--- config.mk ---
export PLATFORM = sky130hd
export DESIGN_NAME = ccd_ctrl
export DESIGN_NICKNAME = d
export VERILOG_FILES = /design/src/hdl/ccd_pkg.sv /design/src/hdl/ccd_ctrl.sv
export VERILOG_INCLUDE_DIRS = /design/src /design/src/hdl
export SDC_FILE = /design/constraint.sdc
export NUM_CORES = 1
export LEC_CHECK = 0
export BUFFER_PORTS_ARGS = -buffer_cell sky130_fd_sc_hd__buf_2
export CORE_MARGIN = 4
export CORE_UTILIZATION = 40
export CTS_CLUSTER_DIAMETER = 100
export DETAILED_ROUTE_END_ITERATION = 8
export SYNTH_ARGS = -nofsm -noshare
export SYNTH_HDL_FRONTEND = slang
export SYNTH_SLANG_ARGS = --single-unit
--- constraint.sdc ---
create_clock -name i_clk -period 3.9 [get_ports i_clk]
set_input_delay 0.78 -clock i_clk [delete_from_list [all_inputs] [get_ports i_clk]]
set_output_delay 0.78 -clock i_clk [all_outputs]
set_load 0.005 [all_outputs]
--- src/hdl/cic_charge_deposit_defines.svh ---
// ----------------------------------------------------------------------------
// cic_charge_deposit_defines.svh
// assertion macros used by the charge deposit controller
// ----------------------------------------------------------------------------
`ifndef CIC_CHARGE_DEPOSIT_DEFINES_SVH
`define CIC_CHARGE_DEPOSIT_DEFINES_SVH

// same-cycle implication, checked outside reset
`define CCD_ASSERT_NOW(label, clk, rst_n, ante, cons) \
    label: assert property (@(posedge clk) disable iff (!rst_n) (ante) |-> (cons)) \
        else $error("ccd assertion failed");

// next-cycle implication, checked outside reset
`define CCD_ASSERT_NEXT(label, clk, rst_n, ante, cons) \
    label: assert property (@(posedge clk) disable iff (!rst_n) (ante) |=> (cons)) \
        else $error("ccd assertion failed");

`endif

--- src/hdl/ccd_pkg.sv ---
// ----------------------------------------------------------------------------
// ccd_pkg
// types and constants of the cloud-in-cell charge deposit block
// ----------------------------------------------------------------------------
package ccd_pkg;

    // input transaction
    typedef struct packed {
        logic              cmd;
        logic signed [31:0] pos_x;
        logic signed [31:0] pos_y;
        logic signed [31:0] charge;
        logic        [5:0]  cell_x;
        logic        [5:0]  cell_y;
    } t_in;

    // result transaction
    typedef struct packed {
        logic signed [63:0] density;
        logic               out_of_range;
    } t_out;

    // command codes
    localparam logic CMD_DEPOSIT = 1'b0;
    localparam logic CMD_READ    = 1'b1;

    // configuration register indexes
    localparam int          CFG_IDX_W         = 3;
    localparam logic [2:0]  CFG_ORIGIN_X      = 3'd0;
    localparam logic [2:0]  CFG_ORIGIN_Y      = 3'd1;
    localparam logic [2:0]  CFG_INV_SPACING_X = 3'd2;
    localparam logic [2:0]  CFG_INV_SPACING_Y = 3'd3;
    localparam logic [2:0]  CFG_INV_CELL_AREA = 3'd4;

    // 1.0 in Q16.16
    localparam logic [31:0] ONE_Q16 = 32'h0001_0000;

    // controller to datapath commands
    typedef struct packed {
        logic load_in;
        logic mul_x;
        logic mul_y;
        logic rnd_y;
        logic wgt;
        logic mul_c;
        logic acc;
        logic rd_addr;
        logic rd_abs;
        logic rd_lo;
        logic rd_hi;
        logic rd_fin;
        logic clr;
        logic load_out;
    } t_cmd;

    // datapath to controller status
    typedef struct packed {
        logic clr_last;
        logic last_corner;
        logic is_read;
        logic rd_inb;
    } t_sts;

endpackage

--- src/hdl/ccd_ctrl.sv ---
// ----------------------------------------------------------------------------
// ccd_ctrl
// sequencer for deposit and read transactions, grid clearing and output slot
// ----------------------------------------------------------------------------
`include "cic_charge_deposit_defines.svh"

module ccd_ctrl (
    input  logic          i_clk,
    input  logic          i_rst_n,
    input  logic          i_in_valid,
    output logic          o_in_ready,
    output logic          o_out_valid,
    input  logic          i_out_ready,
    input  ccd_pkg::t_sts i_sts,
    output ccd_pkg::t_cmd o_cmd
);

    typedef enum logic [13:0] {
        S_CLEAR = 14'b00000000000001,
        S_IDLE  = 14'b00000000000010,
        S_GX    = 14'b00000000000100,
        S_GY    = 14'b00000000001000,
        S_GRND  = 14'b00000000010000,
        S_WGT   = 14'b00000000100000,
        S_MULC  = 14'b00000001000000,
        S_ACC   = 14'b00000010000000,
        S_RADDR = 14'b00000100000000,
        S_RABS  = 14'b00001000000000,
        S_RLO   = 14'b00010000000000,
        S_RHI   = 14'b00100000000000,
        S_RFIN  = 14'b01000000000000,
        S_FIN   = 14'b10000000000000
    } t_state;

    t_state r_state, n_state;
    logic   r_ov, n_ov;
    logic   slot_free;

    assign slot_free  = !r_ov || i_out_ready;
    assign o_in_ready = (r_state == S_IDLE);

    // next state and commands
    always_comb begin
        n_state = r_state;
        o_cmd   = '0;
        unique case (r_state)
            S_CLEAR: begin
                o_cmd.clr = 1'b1;
                if (i_sts.clr_last) begin
                    n_state = S_IDLE;
                end
            end
            S_IDLE: begin
                if (i_in_valid) begin
                    o_cmd.load_in = 1'b1;
                    n_state = S_GX;
                end
            end
            S_GX: begin
                if (i_sts.is_read) begin
                    n_state = S_RADDR;
                end else begin
                    o_cmd.mul_x = 1'b1;
                    n_state = S_GY;
                end
            end
            S_GY: begin
                o_cmd.mul_y = 1'b1;
                n_state = S_GRND;
            end
            S_GRND: begin
                o_cmd.rnd_y = 1'b1;
                n_state = S_WGT;
            end
            S_WGT: begin
                o_cmd.wgt = 1'b1;
                n_state = S_MULC;
            end
            S_MULC: begin
                o_cmd.mul_c = 1'b1;
                n_state = S_ACC;
            end
            S_ACC: begin
                o_cmd.acc = 1'b1;
                n_state = i_sts.last_corner ? S_FIN : S_WGT;
            end
            S_RADDR: begin
                o_cmd.rd_addr = 1'b1;
                n_state = i_sts.rd_inb ? S_RABS : S_FIN;
            end
            S_RABS: begin
                o_cmd.rd_abs = 1'b1;
                n_state = S_RLO;
            end
            S_RLO: begin
                o_cmd.rd_lo = 1'b1;
                n_state = S_RHI;
            end
            S_RHI: begin
                o_cmd.rd_hi = 1'b1;
                n_state = S_RFIN;
            end
            S_RFIN: begin
                o_cmd.rd_fin = 1'b1;
                n_state = S_FIN;
            end
            S_FIN: begin
                if (slot_free) begin
                    o_cmd.load_out = 1'b1;
                    n_state = S_IDLE;
                end
            end
            default: n_state = S_CLEAR;
        endcase
    end

    // output slot occupancy
    always_comb begin
        n_ov = r_ov;
        if (o_cmd.load_out) begin
            n_ov = 1'b1;
        end else if (i_out_ready) begin
            n_ov = 1'b0;
        end
    end

    always_ff @(posedge i_clk) begin
        if (!i_rst_n) begin
            r_state <= S_CLEAR;
            r_ov    <= 1'b0;
        end else begin
            r_state <= n_state;
            r_ov    <= n_ov;
        end
    end

    assign o_out_valid = r_ov;

    // checks
    `CCD_ASSERT_NEXT(a_accept_leaves_idle, i_clk, i_rst_n, i_in_valid && o_in_ready, r_state != S_IDLE)
    `CCD_ASSERT_NOW(a_load_needs_slot, i_clk, i_rst_n, o_cmd.load_out, !r_ov || i_out_ready)
    `CCD_ASSERT_NOW(a_no_accept_in_clear, i_clk, i_rst_n, r_state == S_CLEAR, !o_in_ready)
    `CCD_ASSERT_NEXT(a_last_corner_done, i_clk, i_rst_n, r_state == S_ACC && i_sts.last_corner, r_state == S_FIN)

endmodule

-- Word-level counts from Yosys, hierarchy flattened
Cells that the tools add are included.
- multiplexer cells: 26
- eq/ne operators: 17
- reductions and logical operators: 4
- operator list (operator ; count):
    $pmux 14 s14 ; 1
    $mux 14 ; 5
    $mux 1 ; 19
    $eq 14x1->1 const B ; 1
    $eq 14x10->1 const B ; 1
    $eq 14x11->1 const B ; 1
    $eq 14x12->1 const B ; 1
    $eq 14x13->1 const B ; 1
    $eq 14x14->1 const B ; 1
    $eq 14x2->1 const B ; 1
    $eq 14x3->1 const B ; 1
    $eq 14x4->1 const B ; 1
    $eq 14x5->1 const B ; 1
    $eq 14x6->1 const B ; 1
    $eq 14x7->1 const B ; 1
    $eq 14x8->1 const B ; 1
    $eq 14x9->1 const B ; 1
    $mux 9 ; 1
    $ne 2x2->1 const B ; 3
    $reduce_and 3->1 ; 1
    $reduce_bool 2->1 ; 1
    $logic_not 1->1 ; 1
    $logic_or 1x1->1 ; 1
- output and inout port bits: 16
- register bits: 15
- input port bits: 8

-- Logic depth before layout (Yosys ltp)
- depth after elaboration: 5
- mapped depth: 6

-- Worst setup path after synthesis
No wires, ideal clock.
- path type: register -> output
- start point: reg r_state[4]
- end point: out o_cmd[13] in the netlist's numbering
- buffers on the path: 1
- data arrival time: 1870 ps
- slack: 1250 ps
- cell stages (with the launch flop): 6
- cell sequence: dfxtp_1 > buf_6 > or4_4 > or3b_4 > nor4_4 > and2_1
- RTL lines (element ; RTL line ; RTL):
    start, declared ; ccd_ctrl.sv:35 ; t_state r_state, n_state;
    start signal, assigned ; ccd_ctrl.sv:132 ; r_state <= n_state;
    end, declared ; ccd_ctrl.sv:15 ; output ccd_pkg::t_cmd o_cmd

==> impl_metrics.tcl <==
set metrics [dict create \
    clockBufferDepth 2 \
    synth_ff_type "dfxtp_1" \
    ys_seq_elements 15 \
    cts-root-buf "clkbuf_4" \
    grt-busiest-layer "met2" \
    h-tree-depth 1 \
    routed_wl_um 2180 \
    postCtsSetupBuffers 0 \
    clk_transition_reported_paths_ns 0.10 \
    yosys_warnings 0 \
    critical_path.max_fanout 8 \
    grt_antenna_before_repair 0 \
    synth-seq-area-share_pct 31.5 \
    synth_edf_count 0 \
    grt_max_degree 13 \
    fp.dieH_um 56.8 \
    layout.nets 139 \
    finalHoldViolCount 0 \
    num_vias 868 \
    peakVddDrop_mv 0.185 \
    final_cell_area_um2 1090 \
    holdBufCountCts 0 \
    routedWlPerCell_um 13.8 \
    drt_iter0_markers 21 \
    synthesis.area_um2 953 \
    outcome "finished, final reports clean" \
    globalRouteMet1Util_pct 19.1 \
    cap_viol_max_count 0 \
    syn_nets 118 \
    fmax_ghz 0.320 \
    async_reset_ff_share_pct 0 \
    tns_ns 0 \
    dieArea_um2 3230 \
    viasPerCell 5.49 \
    leakagePower_nw 0.466 \
    rsz0062_at_grt "no" \
    io_pins 24 \
    layout.cells.non_filler 158 \
    clock_latency_ns 0.29 \
    critPathRequiredTime_ns 3.12 \
    whs_ns 0.581 \
    met3_usage_pct 2.53 \
    core-area_um2 2230 \
    drt_pass1_iterations 4 \
    cts.repair.resized 0 \
    crit_path_start_kind "register" \
    crit_path_end_kind "output pin" \
    io_buffer_count 23 \
    insertedDiodeCount 0 \
    grt_usage_pct 14.2 \
    fin_skew_ns 0.00665 \
    syn_to_final_growth_pct 14.4 \
    finalMaxSlewViolations 0 \
    place_congestion 0.805 \
    max-slew-margin-rel_pct 61.0 \
    fillCellCount 243 \
    overflow 0 \
    crit_arrival_ns 2.34 \
    grt_pass1_wl_um 3510 \
    tightest_slew_ns 0.579 \
    clock_sinks 15 \
    period_minus_slack_ns 3.12 \
    criticalPathCategory "register to output pin" \
    cts_tree "done" \
    drive_above_1_share_pct 29.2 \
    grt_pass1_vias 758 \
    cts_buffers 3 \
    period_share_pct 80.1 \
    grt_util_met2_pct 21.5 \
    dp_cells 154 \
    place_area_um2 1060 \
    die_w_um 56.8 \
    power_density_nw_per_um2 267 \
    ys_types 42 \
    avgSynthCellArea_um2 8.67 \
    setup_viol 0 \
    synth_cells 110 \
    rows 17 \
    drcViolationCount 0 \
    postRouteAntennaNets 0 \
    start_util_pct 42.7 \
    dp_hpwl_um 1650 \
    worstHoldPathType "register to register" \
]
worst paths after layout:
| check | depth (start not counted) | end | slack [ns] | startpoint |
|---|---|---|---|---|
| worst max register to register | 5 | r_state[13]$_SDFFE_PN0P_ | 1.81 | r_state[3]$_SDFFE_PN0P_ |
| worst max-delay path | 4 | o_cmd[5] | 0.78 | r_state[3]$_SDFFE_PN0P_ |
| worst min register to register | 1 | r_state[10]$_SDFFE_PN0P_ | 0.58 | r_state[9]$_SDFFE_PN0P_ |
| worst min-delay path | 1 | r_state[10]$_SDFFE_PN0P_ | 0.58 | r_state[9]$_SDFFE_PN0P_ |
state kept, by name, summed over array words and instances (netlist names):
name,cells
o_out_valid,1
r_state,14
placed cells by master, fill, tap and decap left out, drive strengths merged, types with 4 or more instances in the layout:
| cell | count |
|---|---|
| dfxtp | 15 |
| nor4 | 7 |
| o21ai | 5 |
| nor4b | 6 |
| nand2b | 5 |
| buf | 23 |
| and3 | 5 |
| nor2 | 8 |
| and2 | 6 |
| inv | 4 |
| nand2 | 6 |
synthesized netlist by cell type (all sizes together), types with 4 or more instances:
master	number	area, µm²
nor4	7	86.3
nor2	8	32.5
dfxtp	15	300
nor4b	6	58.8
inv	4	15.0
o21ai	5	25.0
nand2b	5	31.3
and2	6	37.5
and3	5	31.3
nand2	6	22.5
buf	4	28.8
cell type report:
cell class | instances | area [µm²] | share of cell area (%)
Inverter | 4 | 15.0 | 1.38
Timing Repair Buffer | 23 | 115 | 10.6
Tap cell | 28 | 35.0 | 3.21
Multi-Input combinational cell | 84 | 598 | 54.8
Clock inverter | 1 | 5.00 | 0.459
Clock buffer | 3 | 22.5 | 2.06
Sequential cell | 15 | 300 | 27.5
report_power, final:
part	internal, mW	switching [mW]
combinational	0.0172	0.0210
sequential	0.155	0.00531
clock	0.0382	0.0539
total	0.211	0.0802
critical path, cell delays in order (launching register included):
cell and delay, ns:
dfxtp_1 0.39, or4_1 0.67, nor4_1 0.51, nor4bb_1 0.34
buf_2 0.16
per-stage QoR:
stage | util, % | setup WS (ns) | power [mW]
final | 48.9 | 0.776 | 0.291
after global routing | 48.9 | 0.616 | 0.307
after CTS | 48.9 | 0.775 | 0.297
after detailed placement | 47.6 | 1.11 | 0.203
after global placement | 47.6 | 1.17 | 0.201
after floorplan | - | 1.25 | 0.191
metal layers:
layer	up-vias	routed length (µm)
met5	-	0
met4	0	51
met3	5	97
met2	21	948
met1	390	1080
li1	452	-
cells by family (layout without fill, tap and decap cells):
logic type / count (synthesis) / in the layout / synth area share, %
buffers and inverters: 11 / 31 / 5.77
AND/OR/NAND/NOR: 66 / 66 / 48.8
XOR/XNOR: 3 / 3 / 2.76
flip-flops: 15 / 15 / 31.5
AO/OA/AOI/OAI: 15 / 15 / 11.2
(Power assumes the default switching activity.)
